<file path="config.mk">
export PLATFORM = sky130hd
export DESIGN_NAME = bbx_cell
export DESIGN_NICKNAME = d
export VERILOG_FILES = /design/src/sv/bbx_pkg.sv /design/src/sv/bbx_cell.sv
export SDC_FILE = /design/constraint.sdc
export NUM_CORES = 1
export LEC_CHECK = 0
export BUFFER_PORTS_ARGS = -buffer_cell sky130_fd_sc_hd__buf_2
export CAP_MARGIN = 10
export CORE_AREA = 5 5 42 44
export CTS_BUF_LIST = sky130_fd_sc_hd__clkbuf_4 sky130_fd_sc_hd__clkbuf_8
export DETAILED_ROUTE_END_ITERATION = 16
export DIE_AREA = 0 0 47 49
export GPL_TIMING_DRIVEN = 1
export PLACE_DENSITY_LB_ADDON = 0.1
export SYNTH_ARGS = -nofsm -noshare
export SYNTH_HDL_FRONTEND = slang
export SYNTH_SLANG_ARGS = --single-unit
export TNS_END_PERCENT = 10
</file>
<file path="constraint.sdc">
create_clock -name clk -period 1.8 [get_ports clk]
set_clock_uncertainty 0.1 [all_clocks]
set_input_delay 0.09 -clock clk [delete_from_list [all_inputs] [get_ports clk]]
set_output_delay 0.09 -clock clk [all_outputs]
set_load 0.01 [all_outputs]
</file>
<file path="src/sv/bbx_pkg.sv">
// Shared types, register codes and constants for the 3x3 boundary extractor.
// No dependencies; imported by every module of the block.
`default_nettype none

package bbx_pkg;

  // Widths fixed by the register map and the stream payload.
  localparam int SIZE_W    = 11;
  localparam int PIX_W     = 8;
  localparam int CFG_IDX_W = 2;

  // Number of stored window columns; the third column is the one arriving.
  localparam int WIN_CELLS = 2;

  // Register reset values and size limits.
  localparam logic [SIZE_W-1:0] WIDTH_RESET  = SIZE_W'(640);
  localparam logic [SIZE_W-1:0] HEIGHT_RESET = SIZE_W'(480);
  localparam logic [SIZE_W-1:0] MIN_SIZE     = SIZE_W'(3);

  // Values written into a thinned pixel: FILL_PIXEL in background mode, CLEAR_PIXEL in foreground mode.
  localparam logic [PIX_W-1:0] FILL_PIXEL  = 8'hFF;
  localparam logic [PIX_W-1:0] CLEAR_PIXEL = 8'h00;

  // Configuration register indexes.
  typedef enum logic [CFG_IDX_W-1:0] {
    CFG_CONNECTIVITY = 2'd0,
    CFG_GROUND       = 2'd1,
    CFG_WIDTH        = 2'd2,
    CFG_HEIGHT       = 2'd3
  } cfg_index_t;

  // One window column: flag of the upper row, pixel of the middle row,
  // flag of the lower row.
  typedef struct packed {
    logic             up;
    logic [PIX_W-1:0] mid;
    logic             low;
  } col_t;

  // One line store word: flag of the row two above, pixel of the row above.
  typedef struct packed {
    logic             flag;
    logic [PIX_W-1:0] pixel;
  } line_word_t;

  // A pixel counts as foreground when it is nonzero.
  function automatic logic is_fg(input logic [PIX_W-1:0] p);
    return p != '0;
  endfunction

endpackage

`default_nettype wire

</file>
<file path="src/sv/bbx_cell.sv">
// One window cell of the 3x3 boundary extractor: holds a single window column
// and hands it to its neighbor on every shift. Depends on bbx_pkg.
`default_nettype none

module bbx_cell
  import bbx_pkg::*;
(
  input  wire logic clk,
  input  wire logic rst,
  input  wire logic shift,
  input  wire logic clear,
  input  wire col_t col_in,
  output col_t      col
);

  // Clear wins over shift so that a frame restart empties the window.
  always_ff @(posedge clk) begin
    if (rst || clear) begin
      col <= '0;
    end else if (shift) begin
      col <= col_in;
    end
  end

endmodule

`default_nettype wire

</file>
==> impl_metrics.toml, run 1 <==
[status]
status = "completed"

[place]
dp_cells = 70
gp_congestion = 0.569
io_buffers = 23

[synthesis]
ys_ff_latch = 10
synth_top_area_cell = "dfxtp_1"
yosys-top-cells-area = "dfxtp_1 55%, mux2i_1 28%, nor2_1 10%, buf_6 3.1%, buf_4 2.1%"
syn_nets = 47
ys_warn_count = 0
synth_area_sq_um = 363
synth_top_area_frac = 0.552
postSynthCellCount = 33
synth_area_per_cell_sq_um = 11.0
synth_cell_types = 6
ys_seq_area_frac = 0.552

[clock_network]
clock_path_buffers = 2
hold_buffers = 10
cts_sinks = 10
h-tree-depth = 1
cts_buffers = 3
postCtsSetupBuffers = 0
clk_pin_slew_worst_paths_ns = 0.07
root_buffer = "clkbuf_4"
clk-insertion-delay-late_ns = 0.25
cts_tree = "built"
post_cts_resized = 0

[global_routing]
grt_first_pass_wirelength_mm = 1.25
antenna_found_initial = 0
gr-usage-all-layers = 0.0784
grt_max_degree = 11
grt_pass1_vias = 306
grt.overflow.total = 0

[routing]
route.detailed.drc = 0
wl_microns = 814
vias_per_cell = 3.82
num_vias = 321
dr.pass1.iters = 2
wire_per_inst_microns = 9.69
ant_nets = 0
dr.first_iter.drc_count = 2

[setup_path]
reg2reg_slack_ns = 1.08
r2r_start = "col[5]"
crit_path_start_kind = "register"
critical_path_depth = 1
crit_start = "col[1]"
path_delay_family = "flip-flops"
cp_slowest_cell = "dfxtp_1"
crit_arrival_ns = 0.73
worst-setup-path-type = "register to primary output"
crit_required_ns = 1.61
crit_path_max_fanout = 2
crit_chain = "buf_2"
end_kind = "primary output"
worstRegToRegCells = 2
r2r_end = "col[5]"
max_stage_delay_ns = 0.34
path_buf_inv = 1

[power_and_ir_drop]
power_density_nw_per_um2 = 799
power.switching_w = 0.000101
swShare = 0.205
p_leak_nw = 0.322
pwr-share-clk = 0.396
pwr-share-comb = 0.133
seqPwrFrac = 0.471
max-vdd-ir-drop_v = 0.000273
power_w = 0.000492
p_int_w = 0.000391

[sta]
hold_viol_final = 0
finalSetupViolations = 0
period_share = 0.509
whs_ns = 0.185
drv_slew = 0
max_slew_margin = 0.669
tightest_slew_ns = 0.497
period_minus_slack_ns = 0.916
finalSetupTns_ns = 0
rsz0062_at_grt = "false"
fmax_mhz = 1090

[finish]
final_util = 0.439
top_regs = "col: 10 flops"
area_growth_pct = 69.7
final_cell_count_no_fill = 84
fillers = 149
layout_common_cells = "23 x buf_2, 10 x mux2i_1, 10 x nor2_1, 10 x dfxtp_1, 10 x dlygate4sd3_1"
largest_reg_flops = 10
final_nets = 83
drive_above_1_share = 0.397
antenna_cells = 0
mostFrequentLayoutCell = "buf_2"
regMostFlops = "col"

[floorplanning]
rows = 14
die_w_microns = 47
pin_count = 24
fp.coreArea_sq_um = 1400
start_util = 0.259
die_area_sq_um = 2300
chipHeight_microns = 49

[hold_path]
holdPathEnd = "col[4]"
holdPathStages = 3
hold_start = "shift"
worstHoldPathType = "input port to register"

[run]
cap_violations = 0
[tightest hold or removal path, cell delays in order]
cell and delay (ns):
buf_2 0.20, mux2i_1 0.15, nor2_1 0.07
[kinds of logic after synthesis]
kind of cell,share of synthesized area
and+or+nand+nor,0.121
muxes,0.276
DFF,0.552
buffers and inverters,0.0517
[cells in the mapped netlist]
cell type / n
buf_4: 1
buf_6: 1
or2_0: 1
dfxtp_1: 10
mux2i_1: 10
nor2_1: 10
[per-layer routing]
metal / track usage / wire length, microns / vias up / share of wire
li1: - / - / 179 / -
met1: 0.102 / 381 / 125 / 0.47
met2: 0.0995 / 315 / 17 / 0.39
met3: 0.0332 / 116 / 0 / 0.14
met4: 0.0553 / 0 / 0 / 0
met5: 0 / 0 / - / 0
[area by class of cell]
cell class / instances / area [sq um] / area share
Clock buffer: 4 / 36.3 / 0.0589
Timing Repair Buffer: 33 / 215 / 0.350
Tap cell: 16 / 20.0 / 0.0325
Multi-Input combinational cell: 21 / 144 / 0.234
Sequential cell: 10 / 200 / 0.325
[stage by stage]
| stage | area (sq um) | setup slack, ns |
|---|---|---|
| after CTS | 616 | 0.866 |
| after detailed placement | 479 | 0.854 |
| after global routing | 616 | 0.830 |
| after global placement | 479 | 0.884 |
| final | 616 | 0.884 |
| after floorplan | 363 | 1.10 |
[power groups by stage]
stage	Sequential, W	Combinational, W	Clock (W)
after detailed placement	0.000237	0.0000501	0
after global placement	0.000237	0.0000501	0
final	0.000232	0.0000654	0.000195
after floorplan	0.000240	0.0000261	0
after CTS	0.000232	0.0000667	0.000205
after global routing	0.000233	0.0000733	0.000219
[how the worst max path moves through the flow]
stage	to
after floorplan	col[0]
after global placement	col[4]
after detailed placement	col[3]
final	col[1]
after global routing	col[1]
after CTS	col[1]
(Power assumes the default switching activity.)
==> inputs of run 2 (changes only) <==
==> constraint.sdc (replaced) <==
create_clock -name clk -period 0.8 [get_ports clk]
set_clock_uncertainty 0.1 [all_clocks]
set_input_delay 0.04 -clock clk [delete_from_list [all_inputs] [get_ports clk]]
set_output_delay 0.04 -clock clk [all_outputs]
set_load 0.01 [all_outputs]
==> run 2 against run 1 <==
Compared with the run above: the run now ends with negative hold slack, negative setup slack left; utilization increased by 0.18 points; clock-buffer cell count unchanged; cell count shrank 9.5%; critical endpoint is now col[9]; total power increased by 130%; setup slack got worse by 0.92 ns; die area unchanged; design area rose by 0.41%.
==> impl_metrics.toml, run 2 (synthesis gave the netlist of run 1 again) <==
[status]
status = "finished with violations"
violations = "negative hold slack, negative setup slack"

[routing]
ant_nets = 0
route.detailed.drc = 0
wl_microns = 801
dr.pass1.iters = 3
vias_per_cell = 4.29
wire_per_inst_microns = 10.5
dr.first_iter.drc_count = 3
num_vias = 326

[global_routing]
antenna_found_initial = 0
grt.overflow.total = 0
grt_first_pass_wirelength_mm = 1.28
grt_max_degree = 11
gr-usage-all-layers = 0.0763
grt_pass1_vias = 312

[clock_network]
postCtsSetupBuffers = 0
clock_path_buffers = 2
cts_buffers = 3
clk_pin_slew_worst_paths_ns = 0.07
cts_sinks = 10
clk-insertion-delay-late_ns = 0.25
root_buffer = "clkbuf_4"
cts_tree = "built"
h-tree-depth = 1

[sta]
tightest_slew_ns = 0.522
finalSetupTns_ns = -0.306
hold_viol_final = 10
period_minus_slack_ns = 0.835
fin_ws_ns = -0.0353
whs_ns = -0.0840
rsz0062_at_grt = "true"
max_slew_margin = 0.652
finalSetupViolations = 10
period_share = 1.04
fmax_mhz = 1200
drv_slew = 0

[finish]
top_regs = "col: 10 flops"
mostFrequentLayoutCell = "buf_2"
area_growth_pct = 70.3
fillers = 147
regMostFlops = "col"
antenna_cells = 0
layout_common_cells = "13 x buf_2, 10 x mux2i_1, 10 x nor2_1, 10 x dfxtp_2, 10 x buf_6"
final_nets = 75
final_util = 0.441
drive_above_1_share = 0.650
largest_reg_flops = 10

[hold_path]
holdPathStages = 3
hold_start = "col_in[2]"
worstHoldPathType = "input port to register"
holdPathEnd = "col[2]"

[place]
gp_congestion = 0.605
io_buffers = 23
place_hpwl_microns = 656

[setup_path]
crit_start = "col[9]"
r2r_end = "col[6]"
crit_required_ns = 0.66
max_stage_delay_ns = 0.33
crit_path_start_kind = "register"
crit_chain = "buf_6"
reg2reg_slack_ns = 0.05
worstRegToRegCells = 2
worst-setup-path-type = "register to primary output"
crit_arrival_ns = 0.70
path_delay_family = "flip-flops"
crit_path_max_fanout = 2
path_buf_inv = 1
cp_slowest_cell = "dfxtp_2"
end_kind = "primary output"
r2r_start = "col[6]"
critical_path_depth = 1

[floorplanning]
die_area_sq_um = 2300
pin_count = 24
rows = 14
chipHeight_microns = 49
die_w_microns = 47
fp.coreArea_sq_um = 1400
start_util = 0.259

[run]
cap_violations = 0

[power_and_ir_drop]
p_leak_nw = 0.306
power_w = 0.00112
max-vdd-ir-drop_v = 0.000806
power_density_nw_per_um2 = 1810
## run 2: cell types whose count changed in the layout (fill, tap and decap cells not counted)
cell / delta
dlygate4sd3_1: -10
dfxtp_1: -10
buf_6: +10
dfxtp_2: +10
buf_12: +1
buf_4: +1
buf_2: -10
## run 2: cell type report
type	instances	area, sq um	share of cell area
Sequential cell	10	213	0.344
Timing Repair Buffer	25	205	0.332
Multi-Input combinational cell	21	144	0.233
Tap cell	16	20.0	0.0324
Clock buffer	4	36.3	0.0587
## run 2: worst max-delay path by stage
stage	slack, ns	to
after floorplan	0.11	col[0]
after global placement	-0.07	col[3]
after detailed placement	-0.09	col[7]
after CTS	-0.05	col[9]
after global routing	-0.08	col[9]
final	-0.04	col[9]
## run 2: per-stage QoR
step	hold slack, ns	instance area [sq um]	cells	setup slack, ns
4_1_cts	-0.0891	618	76	-0.0499
2_1_floorplan	0.0872	363	33	0.110
6_report	-0.0840	618	76	-0.0353
3_3_place_gp	0.187	507	72	-0.0715
5_1_grt	-0.0850	618	76	-0.0788
3_5_place_dp	0.184	507	72	-0.0930
## run 2: what timing repair did
item,CTS,global route
hold endpoints to repair,10,10
endpoints found under the setup margin,10,12
gates resized for setup,20,0
pin swaps,0,0
## run 2: layer usage
| metal | vias up | GRT usage | part of all wire |
|---|---|---|---|
| met5 | - | 0 | 0 |
| met3 | 0 | 0.0369 | 0.13 |
| met4 | 0 | 0.0276 | 0 |
| met2 | 17 | 0.111 | 0.42 |
| li1 | 163 | - | - |
| met1 | 146 | 0.0953 | 0.45 |
## run 2: power by group
part / switching, W / internal [W] / total (W)
Clock: 0.000168 / 0.000276 / 0.000443
Combinational: 0.0000553 / 0.0000892 / 0.000145
Sequential: 0.0000107 / 0.000517 / 0.000528
Total: 0.000234 / 0.000882 / 0.00112
==> inputs of run 3 (changes only) <==
--- a/config.mk
+++ b/config.mk
@@ -5,6 +5,7 @@
 export SDC_FILE = /design/constraint.sdc
 export NUM_CORES = 1
 export LEC_CHECK = 0
+export ABC_AREA = 1
 export BUFFER_PORTS_ARGS = -buffer_cell sky130_fd_sc_hd__buf_2
 export CAP_MARGIN = 10
 export CORE_AREA = 5 5 42 44
==> run 3 against run 2 <==
Compared with the run above: the flow still finishes with violations (negative hold slack, negative setup slack); register-to-register slack gained 0.07 ns; sequential share of layout area is 2.4 points lower; utilization grew 3.3 points; synthesized area up 13%; wire length grew 15%; first-iteration DRC count shrank 67%; sequential cell count did not move; critical path depth unchanged; setup slack worse by 0.00097 ns.
==> impl_metrics.toml, run 3 <==
[status]
status = "finished with violations"
violations = "negative hold slack, negative setup slack"

[sta]
finalSetupTns_ns = -0.316
fmax_mhz = 1200
max_slew_margin = 0.782
period_share = 1.05
finalSetupViolations = 10
period_minus_slack_ns = 0.836
rsz0062_at_grt = "true"
drv_slew = 0
fin_ws_ns = -0.0363
hold_viol_final = 10
tightest_slew_ns = 0.327
whs_ns = -0.0356

[synthesis]
synth_top_area_cell = "dfxtp_1"
syn_nets = 77
synth_area_sq_um = 409
ys_warn_count = 0
ys_seq_area_frac = 0.489
synth_top_area_frac = 0.489
ys_ff_latch = 10
synthArstFlopShare = 0
postSynthCellCount = 63
synth_cell_types = 6
synth_commonest_cells = "20 x nand2_1, 20 x nor2_1, 10 x dfxtp_1, 10 x inv_1, 2 x buf_2"
yosys-top-cells-area = "dfxtp_1 49%, nand2_1 18%, nor2_1 18%, inv_1 9.2%, nor2_4 2.8%"
synth_edf_count = 0
ys.flop_type = "dfxtp_1"
synth_area_per_cell_sq_um = 6.49

[setup_path]
crit_path_max_fanout = 2
max_stage_delay_ns = 0.33
cp_slowest_cell = "dfxtp_2"
crit_required_ns = 0.66
worst-setup-path-type = "register to primary output"
path_delay_family = "flip-flops"
crit_start = "col[6]"
crit_arrival_ns = 0.70
crit_path_start_kind = "register"
end_kind = "primary output"
path_buf_inv = 1
reg2reg_slack_ns = 0.12
r2r_start = "col[6]"
crit_chain = "buf_6"

[power_and_ir_drop]
p_leak_nw = 0.372
pwr-share-clk = 0.318
power_density_nw_per_um2 = 1580
power.switching_w = 0.000253
seqPwrFrac = 0.514
pwr-share-comb = 0.169
p_int_w = 0.000794
swShare = 0.242
max-vdd-ir-drop_v = 0.000555

[place]
gp_congestion = 0.578
place_hpwl_microns = 636
io_buffers = 23
dp_cells = 100

[routing]
wl_microns = 918
dr.first_iter.drc_count = 1
route.detailed.drc = 0
ant_nets = 0
num_vias = 421
dr.pass1.iters = 2
wire_per_inst_microns = 8.74
vias_per_cell = 4.01

[clock_network]
postCtsSetupBuffers = 0
hold_buffers = 3
clock_path_buffers = 2
clk-insertion-delay-late_ns = 0.26
h-tree-depth = 1
root_buffer = "clkbuf_4"
cts_buffers = 3
cts_tree = "built"
cts_sinks = 10
clk_pin_slew_worst_paths_ns = 0.06

[floorplanning]
start_util = 0.292
die_w_microns = 47
pin_count = 24
die_area_sq_um = 2300
chipHeight_microns = 49
fp.coreArea_sq_um = 1400
rows = 14

[finish]
layout_common_cells = "20 x nor2_1, 19 x nand2_1, 12 x buf_2"
regMostFlops = "col"
drive_above_1_share = 0.427
mostFrequentLayoutCell = "nor2_1"
area_growth_pct = 62.4
final_nets = 105
fillers = 153
antenna_cells = 0
final_cell_count_no_fill = 105
final_util = 0.474
top_regs = "col: 10 flops"
largest_reg_flops = 10

[global_routing]
use_met2 = 0.127
grt.overflow.total = 0
grt_first_pass_wirelength_mm = 1.62
grtUsageMet1 = 0.129
grt.busiest_layer = "met1"
antenna_found_initial = 0
grt_max_degree = 21
grt_pass1_vias = 383
gr-usage-all-layers = 0.100
gr-usage-met3 = 0.0369

[hold_path]
worstHoldPathType = "input port to register"
hold_start = "rst"

[run]
cap_violations = 0
-- run 3: cell count changes in the layout (fill, tap and decap cells not counted), moves of 2 or more --
| cell | delta |
|---|---|
| dlymetal6s4s_1 | +2 |
| nor2_1 | +10 |
| mux2i_1 | -10 |
| inv_1 | +9 |
| nand2_1 | +19 |
-- run 3: timing repair --
item	CTS	global route
resized for setup	20	4
setup endpoints to repair	10	13
hold endpoints to repair	10	10
-- run 3: kinds of logic (layout without fill, tap and decap cells) --
group,Yosys count,in the layout,share of synthesized area
flip-flops,10,10,0.489
buffers and inverters,12,38,0.116
AND/OR/NAND/NOR,41,41,0.394
-- run 3: power groups by stage --
stage               sequential, W  combinational (W)  clock (W)
detailed placement       0.000541           0.000142          0
global placement         0.000540           0.000142          0
global route             0.000540           0.000203   0.000383
finish                   0.000538           0.000177   0.000333
CTS                      0.000538           0.000177   0.000357
floorplan                0.000551          0.0000710          0
-- run 3: per-stage QoR --
| step | worst slack [ns] | area, sq um | hold slack (ns) | power [W] |
|---|---|---|---|---|
| final | -0.0363 | 664 | -0.0356 | 0.00105 |
| after global routing | -0.0788 | 664 | -0.0430 | 0.00113 |
| after CTS | -0.0537 | 662 | -0.0440 | 0.00107 |
| after detailed placement | 0.0500 | 534 | 0.233 | 0.000682 |
| after global placement | 0.0619 | 534 | 0.223 | 0.000681 |
| after floorplan | 0.131 | 409 | 0.103 | 0.000622 |
-- run 3: area by class of cell --
cell class              instances  area, sq um  share of cell area
multi-input cells              41          164               0.247
well taps                      16         20.0              0.0301
inverters                      10         37.5              0.0565
clock buffers                   3         22.5              0.0339
flip-flops and latches         10          213               0.320
repair buffers                 25          208               0.313
-- run 3: path summary, 6_finish.rpt --
check | endpoint | cells past startpoint
setup reg to reg | col[6] | 2
hold / removal | col[7] | 4
setup / recovery | col[6] | 1
hold reg to reg | col[4] | 2
-- run 3: layer usage --
layer | share of wire | vias to the layer above
met1 | 0.43 | 175
met3 | 0.084 | 2
met4 | 0.013 | 0
li1 | - | 231
met2 | 0.47 | 13
met5 | 0 | -
